==> src/sv/oal_pkg.sv <==
// Shared types, codes and sizes for the ordered array list.
package oal_pkg;

   localparam int CAPACITY = 128;
   localparam int IDX_W = $clog2(CAPACITY);
   localparam int CNT_W = $clog2(CAPACITY + 1);
   localparam int DATA_W = 32;
   localparam int POS_W = 8;
   localparam int INDEX_FIELD_W = 7;
   localparam int COUNT_FIELD_W = 8;
   localparam int CMP_W = (CNT_W > POS_W) ? CNT_W : POS_W;

   localparam logic [2:0] OP_CLEAR = 3'd0;
   localparam logic [2:0] OP_INSERT = 3'd1;
   localparam logic [2:0] OP_FIND = 3'd2;
   localparam logic [2:0] OP_DELETE_VALUE = 3'd3;
   localparam logic [2:0] OP_DELETE_POS = 3'd4;

   typedef enum logic [1:0] {
      ST_OK = 2'd0,
      ST_FULL = 2'd1,
      ST_NOT_FOUND = 2'd2,
      ST_RANGE = 2'd3
   } rsp_status_type;

   typedef struct packed {
      logic [2:0]                operation;
      logic signed [DATA_W-1:0]  value;
      logic [POS_W-1:0]          position;
   } req_type;

   typedef struct packed {
      logic [1:0]                status;
      logic [INDEX_FIELD_W-1:0]  found_index;
      logic signed [DATA_W-1:0]  removed_value;
      logic [COUNT_FIELD_W-1:0]  entry_count;
   } rsp_type;

   typedef enum logic [3:0] {
      DP_NONE,
      DP_LOAD,
      DP_CLEAR,
      DP_REPORT,
      DP_UP_INIT,
      DP_SCAN_INIT,
      DP_SCAN_STEP,
      DP_FOUND,
      DP_POS_READ,
      DP_TAKE,
      DP_STEP,
      DP_DRAIN,
      DP_FINISH
   } dp_op_type;

   typedef struct packed {
      dp_op_type       op;
      rsp_status_type  code;
   } dp_cmd_type;

   typedef struct packed {
      logic [2:0]  op;
      logic        full;
      logic        empty;
      logic        pos_ok;
      logic        match;
      logic        scan_last;
      logic        no_shift;
      logic        ptr_at_stop;
   } dp_status_type;

endpackage

==> src/sv/oal_ctrl.sv <==
// Controller state machine that sequences each request through the datapath.
module oal_ctrl (
   input  logic                   clock,
   input  logic                   reset,
   input  logic                   start,
   input  oal_pkg::dp_status_type stat,
   output oal_pkg::dp_cmd_type    cmd,
   output logic                   busy,
   output logic                   rsp_valid
);
   import oal_pkg::*;

   typedef enum logic [2:0] {
      S_IDLE,
      S_DECODE,
      S_SCAN,
      S_TAKE,
      S_SHIFT,
      S_DRAIN,
      S_FINISH
   } state_type;

   state_type state_ff, state_in;
   logic      done_ff, done_in;

   assign busy = (state_ff != S_IDLE);
   assign rsp_valid = done_ff;

   always_comb begin
      state_in = state_ff;
      done_in = 1'b0;
      cmd.op = DP_NONE;
      cmd.code = ST_OK;
      unique case (state_ff)
         S_IDLE: begin
            if (start) begin
               cmd.op = DP_LOAD;
               state_in = S_DECODE;
            end
         end
         S_DECODE: begin
            state_in = S_IDLE;
            done_in = 1'b1;
            case (stat.op)
               OP_CLEAR: cmd.op = DP_CLEAR;
               OP_INSERT: begin
                  if (stat.full) begin
                     cmd.op = DP_REPORT;
                     cmd.code = ST_FULL;
                  end else begin
                     cmd.op = DP_UP_INIT;
                     state_in = S_SHIFT;
                     done_in = 1'b0;
                  end
               end
               OP_FIND, OP_DELETE_VALUE: begin
                  if (stat.empty) begin
                     cmd.op = DP_REPORT;
                     cmd.code = ST_NOT_FOUND;
                  end else begin
                     cmd.op = DP_SCAN_INIT;
                     state_in = S_SCAN;
                     done_in = 1'b0;
                  end
               end
               OP_DELETE_POS: begin
                  if (stat.pos_ok) begin
                     cmd.op = DP_POS_READ;
                     state_in = S_TAKE;
                     done_in = 1'b0;
                  end else begin
                     cmd.op = DP_REPORT;
                     cmd.code = ST_RANGE;
                  end
               end
               default: cmd.op = DP_REPORT;
            endcase
         end
         S_SCAN: begin
            if (stat.match) begin
               if (stat.op == OP_FIND) begin
                  cmd.op = DP_FOUND;
                  state_in = S_IDLE;
                  done_in = 1'b1;
               end else begin
                  cmd.op = DP_TAKE;
                  state_in = S_SHIFT;
               end
            end else if (stat.scan_last) begin
               cmd.op = DP_REPORT;
               cmd.code = ST_NOT_FOUND;
               state_in = S_IDLE;
               done_in = 1'b1;
            end else begin
               cmd.op = DP_SCAN_STEP;
            end
         end
         S_TAKE: begin
            cmd.op = DP_TAKE;
            state_in = S_SHIFT;
         end
         S_SHIFT: begin
            if (stat.no_shift) begin
               cmd.op = DP_FINISH;
               state_in = S_IDLE;
               done_in = 1'b1;
            end else begin
               cmd.op = DP_STEP;
               if (stat.ptr_at_stop) begin
                  state_in = S_DRAIN;
               end
            end
         end
         S_DRAIN: begin
            cmd.op = DP_DRAIN;
            state_in = S_FINISH;
         end
         S_FINISH: begin
            cmd.op = DP_FINISH;
            state_in = S_IDLE;
            done_in = 1'b1;
         end
         default: state_in = S_IDLE;
      endcase
   end

   always_ff @(posedge clock) begin
      if (reset) begin
         state_ff <= S_IDLE;
         done_ff <= 1'b0;
      end else begin
         state_ff <= state_in;
         done_ff <= done_in;
      end
   end

endmodule

==> config.mk <==
export PLATFORM = sky130hd
export DESIGN_NAME = oal_ctrl
export DESIGN_NICKNAME = d
export VERILOG_FILES = /design/src/sv/oal_pkg.sv /design/src/sv/oal_ctrl.sv
export SDC_FILE = /design/constraint.sdc
export NUM_CORES = 1
export LEC_CHECK = 0
export BUFFER_PORTS_ARGS = -buffer_cell sky130_fd_sc_hd__buf_4
export CAP_MARGIN = 20
export CORE_AREA = 2 2 39 41
export CTS_CLUSTER_DIAMETER = 120
export DETAILED_ROUTE_END_ITERATION = 10
export DIE_AREA = 0 0 41 43
export GPL_ROUTABILITY_DRIVEN = 0
export PLACE_DENSITY = 0.66
export SYNTH_ARGS = -nofsm -noshare
export SYNTH_HDL_FRONTEND = slang
export SYNTH_SLANG_ARGS = --single-unit
==> constraint.sdc <==
create_clock -name clock -period 1.46 [get_ports clock]
set_input_delay 0.292 -clock clock [delete_from_list [all_inputs] [get_ports clock]]
set_output_delay 0.292 -clock clock [all_outputs]
set_load 0.005 [all_outputs]
# After elaboration in Yosys (flattened, before gate mapping)
# Cells that the tools add are included.
[word_totals]
out_inout_bits = 8
reg_bits = 4
in_bits = 13
wordCells = 57
[classes]
n_mux = 37
eq_ne = 13
n_reduce_logical = 5
[ops]
columns = ["op", "count"]
rows = [
  ["two-way mux 3 bit", 11],
  ["one-hot mux 4 bit (7 select lines)", 1],
  ["one-hot mux 3 bit (6 select lines)", 1],
  ["one-hot mux 4 bit (4 select lines)", 1],
  ["== test 3 x 2 -> 1 bit (second input constant)", 4],
  ["== test 3 bit (second input constant)", 4],
  ["two-way mux 2 bit", 6],
  ["two-way mux 4 bit", 3],
  ["two-way mux 1 bit", 9],
  ["one-hot mux 3 bit (3 select lines)", 1],
  ["== test 3 x 1 -> 1 bit (second input constant)", 2],
  ["zero test 3 bit", 2],
  ["!= test 3 bit (second input constant)", 2],
  ["one-hot mux 2 bit (3 select lines)", 1],
  ["one-hot mux 1 bit (4 select lines)", 1],
  ["one-hot mux 2 bit (2 select lines)", 1],
  ["one-hot mux 1 bit (3 select lines)", 1],
  ["AND reduction 3 bit", 1],
  ["nonzero test 3 bit", 1],
  ["!= test 2 bit (second input constant)", 1],
  ["OR reduction 2 bit", 1],
]

# Logic depth before layout (Yosys ltp)
# Gate-level depths: netlist (run 1).
[depth]
ltp_word = 4
depth_mapped = 4
depth_no_buf = 3

# Least setup slack after synthesis (run 1)
# OpenSTA, ideal clock, no wires.
[synth_path]
path_kind = "register to output"
start = "register state_ff[0]"
end = "output port cmd[3] in the netlist's numbering"
t_arrival_ns = 1.185
path_slack_ns = -0.017
required_time_ns = 1.168
stages_incl_launch_ff = 4
path_buffers = 0
path_cell_list = "dfxtp_1 > or3b_4 > nor4_1 > or3_1"
[synth_lines]
columns = ["element", "line_no", "source"]
rows = [
  ["start: declaration", "oal_ctrl.sv:23", "state_type state_ff, state_in;"],
  ["start signal: assignment", "oal_ctrl.sv:132", "state_ff <= state_in;"],
  ["end: declaration", "oal_ctrl.sv:7", "output oal_pkg::dp_cmd_type cmd,"],
]

==> results.toml, run 1 <==
[status]
outcome = "finished with violations"
violations = "setup timing"

[flow_run]
maxCapViolations = 0

[die]
die_w_um = 41
core_um2 = 1380
die-area_um2 = 1760
ios = 21
die_y_um = 43
rows = 14
initial_core_util_pct = 34.8

[global_route]
grt_overflow = 0
grt_pass1_vias = 684
track_usage_pct = 22.8
grt_max_degree = 12
antenna_found_initial = 0
grt_pass1_wl_mm = 2.78

[clock_network]
root_buffer = "clkbuf_4"
tritoncts = "yes"
h-tree-depth = 1
cts_made_buffers = 3
cts.path.max_buffers = 2
cts.clk_slew.worst_paths_ns = 0.04
cts_num_sinks = 4
clock_latency_ns = 0.23

[synthesis]
synth_cell_types = 35
synth-edff-count = 0
synth_seq_cells = 4
syn_inst = 64
synth-warning-count = 0
ys_seq_area_share_pct = 16.6
syn-num-nets = 77
synthArstFlopShare_pct = 0
avgSynthCellArea_um2 = 7.53
synth.cell_area_um2 = 482
synthFlopType = "dfxtp_1"

[detailed_routing]
drc = 0
dr.pass1.iters = 4
finalWirelength_mm = 1.98
postRouteAntennaNets = 0
wire_per_inst_um = 15.7
viasPerCell = 5.93
drt_iter0_drc = 24
vias = 747

[setup_path]
worstPathMaxFanout = 3
slowest_stage = "or3b_4"
crit_path_start = "state_ff[2]"
path_common_cell = "buf_4"
cp_top_family = "simple AND/OR/NAND/NOR gates"
end_kind = "output pin"
path_class = "flip-flop to output pin"
reg2reg_from = "state_ff[2]"
critPathMaxStageDelay_ns = 0.42
start_kind = "flip-flop"
arrival_ns = 1.56
worst-path-buf-inv = 2
crit_required_ns = 1.17
cp_cell_sequence = "or3b_4 -> buf_4 -> nor2_1 -> a221o_1 -> buf_4"

[sta]
fin_skew_ns = 0.00538
setup_viol = 7
fin_ws_ns = -0.393
tightest_slew_ns = 0.317
fin_hold_ws_ns = 0.252
layout_min_cycle_time_ns = 1.85
period_share_pct = 127
tns_ns = -1.73
rsz0062_at_grt = "yes"
hold_viol_final = 0
clock.fmax_mhz = 540
slew_violations = 0
slew-limit-headroom_pct = 78.8

[pwr]
leakagePower_nw = 0.428
internal-power_w = 0.000323
power.net_switching_w = 0.000137
power_density_nw_per_um2 = 466
peakVddDrop_mv = 0.582
p_comb_share_pct = 45.0
totalPowerFinal_w = 0.000460
power_frac_clock_pct = 29.4
power.share.switching_pct = 29.7
pwr-share-seq_pct = 25.6

[finish]
utilization_pct = 71.3
area_growth_pct = 105
drive_above_1_share_pct = 60.9
diodes = 0
nets = 125
finish.instance_area_um2 = 987
mostFrequentLayoutCell = "buf_4"
fillers = 96
layout_common_cells = "buf_4, buf_6, inv_1, a21oi_1, a211oi_1"

[worst_hold_path]
hp-class = "primary input to flip-flop"
min-delay-start = "reset"

[place]
place_area_um2 = 783
port_buffers = 20
place_hpwl_mm = 1.20
==> per-layer routing <==
metal | vias up | wire (µm) | GRT usage, %
met3 | 4 | 143 | 5.24
met4 | 0 | 27 | 5.33
li1 | 344 | - | -
met1 | 354 | 759 | 25.7
met2 | 45 | 1050 | 40.3
met5 | - | 0 | 0
==> final timing paths <==
kind	endpoint	slack [ns]	depth (start not counted)
worst max-delay path	cmd[4]	-0.39	5
worst max register to register	state_ff[1]	-0.03	5
worst min register to register	state_ff[0]	0.64	2
worst min-delay path	state_ff[2]	0.25	2
==> registers in the layout, indices dropped and copies added, names as in the netlist <==
| name | count |
|---|---|
| rsp_valid | 1 |
| state_ff | 3 |
==> Yosys cell counts, drive strengths merged (2+ instances only) <==
cell | instances | area (µm²)
a211oi | 6 | 45.0
inv | 6 | 22.5
a21oi | 5 | 25.0
dfxtp | 4 | 80.1
nand2b | 3 | 18.8
nor2 | 3 | 11.3
o21ai | 3 | 15.0
or3 | 3 | 18.8
or3b | 3 | 31.3
a31oi | 2 | 12.5
nand3 | 2 | 10.0
nor3b | 2 | 15.0
nor4b | 2 | 23.8
==> timing repair <==
action | 4_1_cts | 5_1_grt
setup endpoints to repair | 8 | 8
gates cloned | 0 | 0
buffers inserted | 4 | 4
hold buffers | 0 | 0
pin swaps | 11 | 6
resized for setup | 21 | 12
==> logic make-up after synthesis <==
family          after synthesis  share of synthesized area (%)
flops                         4                           16.6
simple gates                 25                           36.6
buf+inv                       9                           8.31
compound gates               25                           36.4
mux                           1                           2.08
==> power groups by stage <==
stage	Sequential [W]	Clock, W	Combinational [W]
floorplan	0.000118	0	0.0000658
global placement	0.000118	0	0.000164
finish	0.000117	0.000135	0.000207
global route	0.000118	0.000150	0.000221
CTS	0.000117	0.000143	0.000188
detailed placement	0.000118	0	0.000165
==> area by class of cell <==
class | count | area [µm²] | area share (%)
inverters | 6 | 27.5 | 2.79
flip-flops and latches | 4 | 82.6 | 8.37
multi-input cells | 51 | 444 | 45.0
well taps | 16 | 20.0 | 2.03
clock buffers | 3 | 22.5 | 2.28
repair buffers | 46 | 390 | 39.5
==> worst reg2reg max path: cells and delay by family, from the launching register on <==
kind / cells / cell delay (ns)
AND/OR/NAND/NOR: 2 / 0.72
flip-flops: 1 / 0.32
buffers and inverters: 2 / 0.25
AO/OA/AOI/OAI: 1 / 0.13
==> through the flow <==
| stage | cells | setup slack [ns] |
|---|---|---|
| after floorplan | 64 | 0.0136 |
| after global placement | 116 | -0.176 |
| after detailed placement | 116 | -0.194 |
| after CTS | 123 | -0.389 |
| after global routing | 126 | -0.448 |
| final | 126 | -0.393 |
(Power assumes the default switching activity.)
==> run 2, diff against run 1 <==
SETUP_SLACK_MARGIN = 0.2   (was unset)
==> run 2 against run 1 <==
Against the previous run:
- final cell count fell by 2.4%
- clock skew is 0.0024 ns higher
- critical endpoint is now cmd[2]
- sequential power about the same
- the run still ends with setup timing left
- first-iteration DRC count shrank 71%
==> results.toml, run 2 (synthesized netlist as in run 1, its figures left out) <==
[sta]
setup_viol = 6
hold_viol_final = 0
tightest_slew_ns = 0.389
layout_min_cycle_time_ns = 1.81
slew-limit-headroom_pct = 74.0
fin_skew_ns = 0.00782
period_share_pct = 124
rsz0062_at_grt = "yes"
slew_violations = 0
tns_ns = -1.56
clock.fmax_mhz = 552
fin_ws_ns = -0.351

[finish]
area_growth_pct = 108
nets = 122
top_register = "state_ff"
mostFrequentLayoutCell = "buf_4"
finish.instance_area_um2 = 1000
layout_common_cells = "buf_4, buf_6"
largest_reg_flops = 3
drive_above_1_share_pct = 63.6
diodes = 0

[place]
place_hpwl_mm = 1.25
place_area_um2 = 766
port_buffers = 20

[setup_path]
critPathMaxStageDelay_ns = 0.39
start_kind = "flip-flop"
arrival_ns = 1.52
end_kind = "output pin"
cp_cell_sequence = "or3b_4 -> or2_1 -> o22a_1 -> buf_4"
cp_top_family = "simple AND/OR/NAND/NOR gates"
worst-path-buf-inv = 1
worstPathMaxFanout = 3
crit_required_ns = 1.17
slowest_stage = "or3b_4"
path_class = "flip-flop to output pin"

[die]
core_um2 = 1380
die_y_um = 43
initial_core_util_pct = 34.8
die_w_um = 41
rows = 14
die-area_um2 = 1760
ios = 21

[status]
violations = "setup timing"
outcome = "finished with violations"

[clock_network]
tritoncts = "yes"
cts.path.max_buffers = 2
clock_latency_ns = 0.24
h-tree-depth = 1
cts_made_buffers = 3
cts_num_sinks = 4
root_buffer = "clkbuf_4"
postCtsHoldBufs = 0
cts.clk_slew.worst_paths_ns = 0.04

[flow_run]
maxCapViolations = 0

[detailed_routing]
wire_per_inst_um = 15.6
viasPerCell = 5.65
drt_iter0_drc = 7
postRouteAntennaNets = 0
drc = 0
vias = 695
finalWirelength_mm = 1.92
dr.pass1.iters = 4

[pwr]
leakagePower_nw = 0.432
peakVddDrop_mv = 0.469
power_density_nw_per_um2 = 490

[worst_hold_path]
hp-class = "primary input to flip-flop"

[global_route]
grt_pass1_wl_mm = 2.75
track_usage_pct = 22.5
grt_overflow = 0
antenna_found_initial = 0
grt_pass1_vias = 640
grt_max_degree = 12
-- run 2: area by class of cell --
type                            instances  area (µm²)
Timing Repair Buffer                   43         397
Fill cell                             107         383
Multi-Input combinational cell         51         454
Sequential cell                         4        82.6
Tap cell                               16        20.0
Inverter                                6        25.0
Clock buffer                            3        22.5
-- run 2: worst register-to-register path, cell delays in order, from the launching register on --
cell and delay, ns:
dfxtp_2 0.32, or3b_4 0.39, buf_4 0.15, nor4_4 0.15, buf_4 0.15, buf_4 0.10
o2bb2ai_4 0.10
-- run 2: worst paths after layout --
check / cells after the start / slack (ns) / endpoint / from
worst min register to register: 3 / 0.66 / state_ff[0] / state_ff[1]
worst min-delay path: 2 / 0.25 / state_ff[1] / reset
worst max-delay path: 4 / -0.35 / cmd[2] / state_ff[2]
worst max register to register: 6 / 0.02 / rsp_valid / state_ff[2]
-- run 2: where the power goes --
| part | switching, W | internal (W) | leakage (nW) |
|---|---|---|---|
| clock network | 0.0000462 | 0.0000920 | 0.0138 |
| logic | 0.0000942 | 0.000141 | 0.385 |
| registers | 0.00000238 | 0.000115 | 0.0334 |
-- run 2: timing repair --
action / in CTS / in global routing
gates cloned: 1 / 0
gates resized for setup: 22 / 11
endpoints found under the setup margin: 9 / 10
buffers inserted: 3 / 3
pin swaps: 9 / 3
-- run 2: layer usage --
layer | part of all wire (%) | vias to the layer above | wire length, µm | global-route usage [%]
met2 | 54 | 20 | 1040 | 39.7
met3 | 4.1 | 0 | 79 | 6.28
met5 | 0 | - | 0 | 0
met1 | 41 | 338 | 792 | 24.7
met4 | 0 | 0 | 0 | 5.33
li1 | - | 337 | - | -
-- run 2: stage by stage --
| step | cells | hold slack [ns] | total power, W | utilization [%] | setup slack [ns] |
|---|---|---|---|---|---|
| global route | 123 | 0.243 | 0.000524 | 72.3 | -0.396 |
| floorplan | 64 | 0.357 | 0.000185 | - | 0.0266 |
| global placement | 113 | 0.490 | 0.000281 | 55.3 | -0.164 |
| detailed placement | 113 | 0.489 | 0.000283 | 55.3 | -0.173 |
| finish | 123 | 0.254 | 0.000491 | 72.3 | -0.351 |
| CTS | 120 | 0.239 | 0.000476 | 67.5 | -0.366 |
